**src/rtl/bmh_pkg.sv**
```systemverilog
// Shared types and constants for the binary min-heap unit.
// No dependencies; imported by the RAM-using top level and the checker.
package bmh_pkg;

    localparam int BMH_DEPTH = 128;
    localparam int VAL_W     = 32;
    localparam int CAP_W     = 8;
    localparam int CNT_OUT_W = 8;

    localparam logic [CAP_W-1:0] CAP_RESET = 8'd128;

    typedef enum logic {
        FN_INSERT = 1'b0,
        FN_DELETE = 1'b1
    } t_func;

    typedef enum logic [1:0] {
        ST_DONE  = 2'd0,
        ST_FULL  = 2'd1,
        ST_EMPTY = 2'd2
    } t_status;

    typedef enum logic [3:0] {
        S_IDLE,
        S_UP_CHK,
        S_UP_CMP,
        S_DN_TOP,
        S_DN_LAST,
        S_DN_CHK,
        S_DN_L,
        S_DN_R,
        S_DN_CMP
    } t_state;

    typedef struct packed {
        t_func                    func;
        logic signed [VAL_W-1:0]  value;
    } t_heap_in;

    typedef struct packed {
        logic signed [VAL_W-1:0]  min_value;
        t_status                  status;
        logic [CNT_OUT_W-1:0]     entry_count_out;
    } t_heap_out;

    localparam logic signed [VAL_W-1:0] EMPTY_VALUE = -32'sd1;

endpackage

```
**src/rtl/binary_min_heap_unit.sv**
```systemverilog
// Binary min-heap priority queue: top level with sequencer and heap RAM.
// Depends on bmh_pkg and bmh_ram.
//
// One transaction at a time: start is taken while busy is low, and the
// result appears on o_result for a single cycle flagged by o_done. The
// receiver cannot stall, so o_result must be captured on that cycle. A
// refused insert (heap full) or delete (heap empty) answers on the next
// cycle. Everything else is paced by the heap RAM's single read port and
// its registered read. An insert reads each parent, then compares and
// writes, moving the parent down into the hole or the item into it; an
// item that climbs all the way is written at the root. A delete-minimum
// fetches root and last entry, then on each level descended reads the left
// child, reads the right child if there is one, then compares and writes;
// it ends with a final write. With at most DEPTH-1 entries left the entry
// descends at most log2(DEPTH)-1 levels. A new transaction may be started
// in the same cycle o_done is shown. Capacity is written through
// i_cfg_we/i_cfg_wdata (reset 128); the usable limit is the smaller of
// capacity and DEPTH, and lowering it below the current count keeps
// existing entries but refuses inserts. Heap RAM has no reset: only slots
// already written are ever read.
module binary_min_heap_unit #(
    parameter int DEPTH = bmh_pkg::BMH_DEPTH
) (
    input  logic                       i_clk,
    input  logic                       i_rst_n,
    input  logic                       i_cfg_we,
    input  logic [bmh_pkg::CAP_W-1:0]  i_cfg_wdata,
    input  logic                       start,
    input  bmh_pkg::t_heap_in          i_item,
    output logic                       busy,
    output logic                       o_done,
    output bmh_pkg::t_heap_out         o_result
);

    import bmh_pkg::*;

    // AW addresses the RAM (slot-1), CW holds a slot number 0..DEPTH.
    localparam int AW = $clog2(DEPTH);
    localparam int CW = $clog2(DEPTH + 1);
    localparam int LW = (CW > CAP_W) ? CW : CAP_W;
    localparam logic [LW-1:0] DEPTH_L = LW'(DEPTH);

    // Control state
    t_state          r_state, n_state;
    logic [CW-1:0]   r_cnt, n_cnt;
    logic [CAP_W-1:0] r_cap;
    logic            r_done, n_done;

    // Working registers (payload, no reset)
    logic [CW-1:0]           r_pos, n_pos;     // hole being filled
    logic [CW-1:0]           r_kid, n_kid;     // smaller child so far
    logic signed [VAL_W-1:0] r_item, n_item;   // value being sifted
    logic signed [VAL_W-1:0] r_child, n_child; // value of r_kid
    logic signed [VAL_W-1:0] r_top, n_top;     // removed root
    t_heap_out               r_result, n_result;

    // RAM ports
    logic             w_we, w_re;
    logic [AW-1:0]    w_waddr, w_raddr;
    logic [VAL_W-1:0] w_wdata, w_rdata;
    logic signed [VAL_W-1:0] w_rval;

    // Helpers
    logic            w_accept;
    logic            w_full;
    logic [LW-1:0]   w_cnt_l, w_cap_l, w_limit;
    logic [CW:0]     w_two_pos;
    logic            w_has_l, w_has_r;
    logic [CW-1:0]   w_left, w_parent;
    logic [AW-1:0]   w_pos_addr;

    bmh_ram #(
        .WIDTH (VAL_W),
        .DEPTH (DEPTH)
    ) u_ram (
        .i_clk   (i_clk),
        .i_we    (w_we),
        .i_waddr (w_waddr),
        .i_wdata (w_wdata),
        .i_re    (w_re),
        .i_raddr (w_raddr),
        .o_rdata (w_rdata)
    );

    assign w_rval   = $signed(w_rdata);
    assign w_accept = start && (r_state == S_IDLE);

    // limit = min(capacity, DEPTH)
    assign w_cnt_l  = LW'(r_cnt);
    assign w_cap_l  = LW'(r_cap);
    assign w_limit  = (w_cap_l < DEPTH_L) ? w_cap_l : DEPTH_L;
    assign w_full   = (w_cnt_l >= w_limit);

    assign w_two_pos  = {r_pos, 1'b0};
    assign w_has_l    = (w_two_pos <= {1'b0, r_cnt});
    assign w_left     = w_two_pos[CW-1:0];
    assign w_has_r    = (r_kid != r_cnt);
    assign w_parent   = r_pos >> 1;
    assign w_pos_addr = AW'(r_pos - CW'(1));

    // Next state
    always_comb begin
        n_state = r_state;
        case (r_state)
            S_IDLE: begin
                if (w_accept) begin
                    if (i_item.func == FN_INSERT) begin
                        if (!w_full) begin
                            n_state = S_UP_CHK;
                        end
                    end else if (r_cnt != '0) begin
                        n_state = S_DN_TOP;
                    end
                end
            end
            S_UP_CHK: begin
                n_state = (r_pos == CW'(1)) ? S_IDLE : S_UP_CMP;
            end
            S_UP_CMP: begin
                n_state = (w_rval > r_item) ? S_UP_CHK : S_IDLE;
            end
            S_DN_TOP:  n_state = S_DN_LAST;
            S_DN_LAST: n_state = S_DN_CHK;
            S_DN_CHK: begin
                n_state = w_has_l ? S_DN_L : S_IDLE;
            end
            S_DN_L: begin
                n_state = w_has_r ? S_DN_R : S_DN_CMP;
            end
            S_DN_R:    n_state = S_DN_CMP;
            S_DN_CMP: begin
                n_state = (r_item > r_child) ? S_DN_CHK : S_IDLE;
            end
            default:   n_state = S_IDLE;
        endcase
    end

    // Datapath, RAM access and result
    always_comb begin
        n_cnt    = r_cnt;
        n_pos    = r_pos;
        n_kid    = r_kid;
        n_item   = r_item;
        n_child  = r_child;
        n_top    = r_top;
        n_done   = 1'b0;
        n_result = r_result;
        w_we     = 1'b0;
        w_waddr  = w_pos_addr;
        w_wdata  = r_item;
        w_re     = 1'b0;
        w_raddr  = w_pos_addr;
        case (r_state)
            S_IDLE: begin
                if (w_accept) begin
                    if (i_item.func == FN_INSERT) begin
                        if (w_full) begin
                            n_done   = 1'b1;
                            n_result = '{min_value: '0, status: ST_FULL,
                                         entry_count_out: w_cnt_l[CNT_OUT_W-1:0]};
                        end else begin
                            n_item = i_item.value;
                            n_cnt  = r_cnt + CW'(1);
                            n_pos  = r_cnt + CW'(1);
                        end
                    end else if (r_cnt == '0) begin
                        n_done   = 1'b1;
                        n_result = '{min_value: EMPTY_VALUE, status: ST_EMPTY,
                                     entry_count_out: '0};
                    end else begin
                        // fetch root; remember last slot
                        w_re    = 1'b1;
                        w_raddr = '0;
                        n_pos   = r_cnt;
                        n_cnt   = r_cnt - CW'(1);
                    end
                end
            end
            S_UP_CHK: begin
                if (r_pos == CW'(1)) begin
                    w_we     = 1'b1;
                    n_done   = 1'b1;
                    n_result = '{min_value: '0, status: ST_DONE,
                                 entry_count_out: w_cnt_l[CNT_OUT_W-1:0]};
                end else begin
                    w_re    = 1'b1;
                    w_raddr = AW'(w_parent - CW'(1));
                end
            end
            S_UP_CMP: begin
                w_we = 1'b1;
                if (w_rval > r_item) begin
                    // parent moves down into the hole
                    w_wdata = w_rdata;
                    n_pos   = w_parent;
                end else begin
                    n_done   = 1'b1;
                    n_result = '{min_value: '0, status: ST_DONE,
                                 entry_count_out: w_cnt_l[CNT_OUT_W-1:0]};
                end
            end
            S_DN_TOP: begin
                n_top  = w_rval;
                w_re   = 1'b1;      // last entry, addressed by r_pos
            end
            S_DN_LAST: begin
                n_item = w_rval;
                n_pos  = CW'(1);
            end
            S_DN_CHK: begin
                if (w_has_l) begin
                    w_re    = 1'b1;
                    w_raddr = AW'(w_left - CW'(1));
                    n_kid   = w_left;
                end else begin
                    w_we     = 1'b1;
                    n_done   = 1'b1;
                    n_result = '{min_value: r_top, status: ST_DONE,
                                 entry_count_out: w_cnt_l[CNT_OUT_W-1:0]};
                end
            end
            S_DN_L: begin
                n_child = w_rval;
                if (w_has_r) begin
                    w_re    = 1'b1;
                    w_raddr = AW'(r_kid);  // slot r_kid+1, minus one
                end
            end
            S_DN_R: begin
                // right child only if strictly smaller
                if (w_rval < r_child) begin
                    n_child = w_rval;
                    n_kid   = r_kid + CW'(1);
                end
            end
            S_DN_CMP: begin
                w_we = 1'b1;
                if (r_item > r_child) begin
                    w_wdata = r_child;
                    n_pos   = r_kid;
                end else begin
                    n_done   = 1'b1;
                    n_result = '{min_value: r_top, status: ST_DONE,
                                 entry_count_out: w_cnt_l[CNT_OUT_W-1:0]};
                end
            end
            default: begin
                n_done = 1'b0;
            end
        endcase
    end

    // Control registers
    always_ff @(posedge i_clk) begin
        if (!i_rst_n) begin
            r_state <= S_IDLE;
            r_cnt   <= '0;
            r_cap   <= CAP_RESET;
            r_done  <= 1'b0;
        end else begin
            r_state <= n_state;
            r_cnt   <= n_cnt;
            r_done  <= n_done;
            if (i_cfg_we) begin
                r_cap <= i_cfg_wdata;
            end
        end
    end

    // Working registers
    always_ff @(posedge i_clk) begin
        r_pos    <= n_pos;
        r_kid    <= n_kid;
        r_item   <= n_item;
        r_child  <= n_child;
        r_top    <= n_top;
        r_result <= n_result;
    end

    assign busy     = (r_state != S_IDLE);
    assign o_done   = r_done;
    assign o_result = r_result;

endmodule

```
**src/rtl/bmh_ram.sv**
```systemverilog
// Generic single-write, single-read synchronous RAM with registered read.
// No dependencies.
module bmh_ram #(
    parameter int WIDTH = 32,
    parameter int DEPTH = 128
) (
    input  logic                       i_clk,
    input  logic                       i_we,
    input  logic [$clog2(DEPTH)-1:0]   i_waddr,
    input  logic [WIDTH-1:0]           i_wdata,
    input  logic                       i_re,
    input  logic [$clog2(DEPTH)-1:0]   i_raddr,
    output logic [WIDTH-1:0]           o_rdata
);

    logic [WIDTH-1:0] r_mem [DEPTH];
    logic [WIDTH-1:0] r_rdata;

    always_ff @(posedge i_clk) begin
        if (i_we) begin
            r_mem[i_waddr] <= i_wdata;
        end
        if (i_re) begin
            r_rdata <= r_mem[i_raddr];
        end
    end

    assign o_rdata = r_rdata;

endmodule

```
**config.mk**
```make
export PLATFORM = sky130hd
export DESIGN_NAME = binary_min_heap_unit
export DESIGN_NICKNAME = d
export VERILOG_FILES = /design/src/rtl/bmh_pkg.sv /design/src/rtl/binary_min_heap_unit.sv /design/src/rtl/bmh_ram.sv
export SDC_FILE = /design/constraint.sdc
export NUM_CORES = 2
export LEC_CHECK = 0
export BUFFER_PORTS_ARGS = -buffer_cell sky130_fd_sc_hd__buf_4
export CAP_MARGIN = 30
export CORE_MARGIN = 5
export CORE_UTILIZATION = 55
export DETAILED_ROUTE_END_ITERATION = 10
export PLACE_DENSITY = 0.71
export SLEW_MARGIN = 15
export SYNTH_ARGS = -nofsm -noshare
export SYNTH_HDL_FRONTEND = slang
export SYNTH_HIERARCHICAL = 1
export SYNTH_SLANG_ARGS = --single-unit
```
**constraint.sdc**
```tcl
create_clock -name i_clk -period 12.3 [get_ports i_clk]
set_clock_uncertainty 0.2 [all_clocks]
set_input_delay 2.46 -clock i_clk [delete_from_list [all_inputs] [get_ports i_clk]]
set_output_delay 2.46 -clock i_clk [all_outputs]
set_load 0.005 [all_outputs]
```
=== Yosys cells after proc, flatten, opt, wreduce, memory -nomap -nowiden ===
Memory sizes are Yosys's and may differ from the RTL's. A register that Yosys moved wholly into a read port is not among the register bits.
Index checks and enable logic that the tools add are counted.

* Bits in registers: 175
* Memory bits (writable): 4,096
* Input bits: 45
* Output and inout bits: 44
* Logic and storage cells: 138
* Memories kept: 1

{| class="wikitable"
|+ Memories
! name !! depth !! bits a word !! read ports !! clocked after memory_dff !! write ports !! RTL line !! text
|-
| u_ram.r_mem || 128 || 32 || 1 || 1 || 1 || bmh_ram.sv:16 || <nowiki>logic [WIDTH-1:0] r_mem [DEPTH];</nowiki>
|}

* Add/sub/neg operators: 6
* Order comparisons: 6
* Eq/ne operators: 28
* Multiplexer cells: 67
* Reduce and logical (&&, ||, !) cells: 18

{| class="wikitable"
|+ Operator list
! cell !! count
|-
| 2-to-1 mux 42 bit || 8
|-
| case mux 42 bit (5 select lines) || 1
|-
| 2-to-1 mux 32 bit || 6
|-
| case mux 32 bit (2 select lines) || 3
|-
| 2-to-1 mux 8 bit || 11
|-
| greater-than comparator 32 bit || 2
|-
| 2-to-1 mux 7 bit || 6
|-
| case mux 4 bit (9 select lines) || 1
|-
| < comparator 32 bit || 1
|-
| case mux 8 bit (4 select lines) || 1
|-
| case mux 7 bit (4 select lines) || 1
|-
| inequality test 2 bit, second input constant || 13
|-
| subtractor 7 x 1 -> 7 bit, second input constant || 3
|-
| 2-to-1 mux 4 bit || 5
|-
| 2-to-1 mux 1 bit || 17
|-
| adder 8 x 1 -> 8 bit, second input constant || 2
|-
| == test 4 x 3 -> 1 bit, second input constant || 4
|-
| case mux 8 bit (2 select lines) || 1
|-
| case mux 1 bit (5 select lines) || 2
|-
| <= comparator 9 x 8 -> 1 bit || 1
|-
| inequality test 3 bit, second input constant || 3
|-
| == test 4 x 2 -> 1 bit, second input constant || 2
|-
| == test 8 x 1 -> 1 bit, second input constant || 1
|-
| greater-or-equal comparator 8 bit || 1
|-
| 22 further kinds || 29
|}

=== Logic depth before layout (Yosys ltp) ===
* Depth after elaboration: 7
* Mapped depth: 18
* Depth with buffers taken out: 13

=== By module ===
The synthesis kept the hierarchy.

{| class="wikitable"
|+ Modules (own cells, without submodules)
! module !! times used !! cells each !! area each (sq um) !! sequential area each (sq um)
|-
| bmh_ram || 1 || 5,990 || 156,596.4 || 123,958.9
|-
| binary_min_heap_unit || 1 || 998 || 10,846.7 || 5,044.8
|}

=== Worst setup path before layout ===
OpenSTA, ideal clock, no wires.

* Path type: input to register
* From: input port i_item[32] (netlist bit)
* To: register u_ram.r_rdata[10], in the netlist u_ram/o_rdata[10] (read register of u_ram.r_mem) (data pin)
* Setup time: 0.260 ns
* Arrival: 5.911 ns
* Slack: 5.929 ns
* Stages: 15
* Buffers on the path: 5
* Cell sequence: clkbuf_1 o31a_1 a21oi_1 a21oi_1 nand2_1 a21oi_1 o221ai_1 clkbuf_1 buf_2 clkbuf_1 buf_1 mux4_2 mux4_2 mux4_2 mux2_2

* Longest elaborated chain between the ends: 3

{| class="wikitable"
|+ Ends and longest elaborated chain
! element !! RTL line !! text
|-
| from (decl) || binary_min_heap_unit.sv:29 || <nowiki>input bmh_pkg::t_heap_in i_item,</nowiki>
|-
| 2-to-1 mux 7 bit || binary_min_heap_unit.sv:156 || <nowiki>if (i_item.func == FN_INSERT) begin</nowiki>
|-
| 2-to-1 mux 7 bit || binary_min_heap_unit.sv:155 || <nowiki>if (w_accept) begin</nowiki>
|-
| case mux 7 bit (4 select lines) || binary_min_heap_unit.sv:153 || <nowiki>case (r_state)</nowiki>
|-
| net w_raddr[2] || binary_min_heap_unit.sv:59 || <nowiki>logic [AW-1:0] w_waddr, w_raddr;</nowiki>
|-
| to (decl) || bmh_ram.sv:17 || <nowiki>logic [WIDTH-1:0] r_rdata;</nowiki>
|}

The timed path passes the listed nets, and every way through them passes these cells.
A chain may end at the register's enable or synchronous reset.

=== Worst setup path in the final report ===
* From: register r_cnt[2]
* To: register u_ram.r_rdata[29], in the netlist u_ram/o_rdata[29] (read register of u_ram.r_mem) (data pin)

* Longest elaborated chain between the ends: 5

{| class="wikitable"
|+ Ends and longest elaborated chain
! element !! RTL line !! text
|-
| from (decl) || binary_min_heap_unit.sv:45 || <nowiki>logic [CW-1:0] r_cnt, n_cnt;</nowiki>
|-
| from (signal assigned) || binary_min_heap_unit.sv:262 || <nowiki>r_cnt <= n_cnt;</nowiki>
|-
| branches (longest 4 deep; another with <= comparator 9 x 8 -> 1 bit) || -- ||
|-
| case mux 7 bit (4 select lines) (*) || binary_min_heap_unit.sv:153 ||
|-
| net w_raddr[2] || binary_min_heap_unit.sv:59 ||
|}

Mark *: on every way through the listed nets, which the timed path passes.

==> flow_metrics.py <==
metrics = {
    "route": {
        "wl_per_cell_um": 36.87,
        "dr.pass1.iters": 6,
        "first_iter_violations": 13250,
        "drcViolationCount": 0,
        "viasPerCell": 6.890,
        "vias": 80670,
        "wl_um": 431700,
        "ant_nets": 0,
    },
    "critical_path": {
        "start_kind": "flip-flop",
        "crit_fanout": 80,
        "path_class": "reg2reg",
        "reg2reg_to": "u_ram/o_rdata[29]",
        "r2r_slack_ns": 4.75,
        "reg2reg_depth": 16,
        "critPathArrivalTime_ns": 8.01,
        "rr_startpoint": "r_cnt[2]",
        "crit_family": "multiplexers",
        "cpMaxStageDelayCell": "o221ai_4",
        "crit_required_ns": 12.75,
        "path_buf_inv": 5,
        "max_stage_delay_ns": 0.82,
        "cp_cell_sequence": "inv_1 -> ha_1 -> a21o_1 -> a21o_1 -> a2111oi_0 -> o41ai_1 -> clkdlybuf4s18_2 -> or2_2 -> o221ai_4 -> buf_12 -> buf_12 -> buf_12 -> mux4_2 -> mux4_2 -> mux4_2 -> mux2_2",
        "critPathCaptureType": "flip-flop",
    },
    "synthesis": {
        "synth.net_count": 7153,
        "yosysWarningCount": 6,
        "ys_types": 60,
        "ys.flop_type": "edfxtp_1",
        "ys_ff_latch": 4303,
        "ys_async_sr_fraction_pct": 0,
        "synth_edf_count": 4282,
        "synth_cells": 6988,
        "ys_seq_area_share_pct": 77.04,
        "avgSynthCellArea_um2": 23.96,
        "synth_area_um2": 167400,
    },
    "place": {
        "dp_hpwl_um": 230400,
        "gp_congestion": 0.8558,
        "portBuffers": 88,
    },
    "timing": {
        "hold_viol_final": 0,
        "tightestPinTransition_ns": 1.061,
        "maxSlewViolCount": 0,
        "finalSetupViolations": 0,
        "finalCritPeriodShare_pct": 61.41,
        "finalSetupTns_ns": 0,
        "max_slew_margin_pct": 29.29,
        "fmax_mhz": 132.4,
        "rsz0062_at_grt": "false",
        "min_period_ns": 7.553,
    },
    "clock_network": {
        "clock_tree.root_cell": "clkbuf_16",
        "cts-buffers-inserted": 416,
        "cts_buffer_depth": 4,
        "cts.sink_count": 4303,
        "postCtsHoldBufs": 0,
        "cts.repair.resized": 0,
        "h-tree-depth": 5,
        "tritoncts": "yes",
        "cts_setup_buffers": 0,
        "clk-insertion-delay-late_ns": 0.93,
        "clk_pin_slew_ns": 0.06,
    },
    "cells_and_area": {
        "layout_common_cells": "4282 x edfxtp_1, 1344 x mux4_2, 420 x clkbuf_16",
        "final_common_cell": "edfxtp_1",
        "area_delta_synth_final_pct": 12.69,
        "final_nets": 7536,
        "drive_gt1_share_pct": 32.59,
        "nFillCells": 19530,
    },
    "status": {
        "outcome": "finished clean",
    },
    "worst_hold_path": {
        "hold_end": "o_result[27]",
        "min_from": "r_top[17]",
        "holdCritPathClass": "reg2reg",
        "hold_depth": 1,
    },
    "global_route": {
        "antenna_found_initial": 53,
        "grt_pass1_wl_um": 607700,
        "grt_usage_pct": 27.30,
        "grt_max_degree": 122,
        "overflow": 0,
        "grt_pass1_vias": 79940,
    },
    "floorplanning": {
        "num_rows": 202,
        "initial_core_util_pct": 55.25,
        "io_pins": 89,
        "fp.dieW_um": 561.8,
        "die_h_um": 561.8,
        "core_area_um2": 303000,
        "fp.dieArea_um2": 315600,
    },
    "flow_run": {
        "timing.max_cap.violations": 0,
    },
}
==> per-stage QoR <==
step	setup slack, ns	area, um^2	hold slack [ns]	instances	utilization [%]
final	4.747	188700	0.3168	11710	62.27
after global routing	4.478	188700	0.3333	11700	62.26
after CTS	4.702	188500	0.3202	11690	62.21
after detailed placement	3.878	175100	0.3056	10920	57.79
after global placement	3.900	175100	0.3003	10920	57.78
after floorplan	5.929	167400	0.2742	6988	-
==> synth_stat cells (10+ instances only) <==
cell type	count	share of area, %
o21ai_0	39	0.12
nor3_1	29	0.087
nand3_1	26	0.078
inv_1	87	0.20
buf_1	54	0.12
nand4_1	26	0.097
edfxtp_1	4282	77
clkbuf_1	217	0.49
mux2_2	66	0.44
a21o_1	47	0.21
xor2_1	12	0.063
a221o_1	27	0.16
nor2b_1	24	0.090
and3_1	41	0.15
buf_2	83	0.25
nand2_1	79	0.18
dfxtp_1	21	0.25
nand2b_1	12	0.045
ha_1	120	0.90
xnor2_1	27	0.14
a21oi_1	49	0.15
a22oi_1	10	0.045
nor2_1	163	0.37
mux4_2	1344	18
==> worst max-delay path by stage <==
stage / startpoint / to / slack (ns) / cells past startpoint
finish: r_cnt[2] / u_ram/o_rdata[29] / 4.75 / 16
global route: r_cnt[2] / u_ram/o_rdata[29] / 4.48 / 17
global placement: i_item[32] / u_ram/o_rdata[29] / 3.90 / 14
detailed placement: i_item[32] / u_ram/o_rdata[29] / 3.88 / 14
CTS: r_cnt[2] / u_ram/o_rdata[29] / 4.70 / 16
floorplan: i_item[32] / u_ram/o_rdata[10] / 5.93 / 15
==> metal layers <==
layer  up-vias  wire (um)  track usage [%]
li1      30940          -                -
met1     43380     160300            40.47
met2      5592     201800            41.69
met3       746      54450            5.689
met4        14      15040            8.637
met5         -         96                0
==> layout make-up <==
cell class / instances / area [um^2] / share of cell area [%]
Antenna cell: 14 / 35.03 / 0.01857
Clock buffer: 511 / 10860 / 5.756
Clock inverter: 253 / 2527 / 1.339
Inverter: 88 / 330.3 / 0.1751
Multi-Input combinational cell: 2235 / 38060 / 20.17
Sequential cell: 4303 / 129000 / 68.37
Tap cell: 3978 / 4977 / 2.638
Timing Repair Buffer: 327 / 2904 / 1.539
==> sequential cells by signal (all words and copies together) (netlist names) <==
| register | flops |
|---|---|
| o_result | 42 |
| r_kid | 8 |
| r_state | 4 |
| u_ram/o_rdata | 32 |
| r_cnt | 8 |
| r_child | 32 |
| r_top | 32 |
| r_pos | 8 |
| r_cap | 8 |
| o_done | 1 |
| r_item | 32 |
| u_ram/r_mem | 4096 |
==> kinds of logic after synthesis <==
| logic type | Yosys count | synth area share (%) |
|---|---|---|
| xor gates and xnor gates | 39 | 0.2040 |
| and+or+nand+nor | 431 | 1.214 |
| DFF | 4303 | 77.04 |
| buffers and inverters | 450 | 1.100 |
| adders and majority gates | 121 | 0.9027 |
| muxes | 1418 | 18.57 |
| AOI/OAI and AO/OA | 226 | 0.9669 |
Power is left out: the tool's default activity adds up to more than one toggle a clock period on the data nets, which glitch-free logic cannot reach.
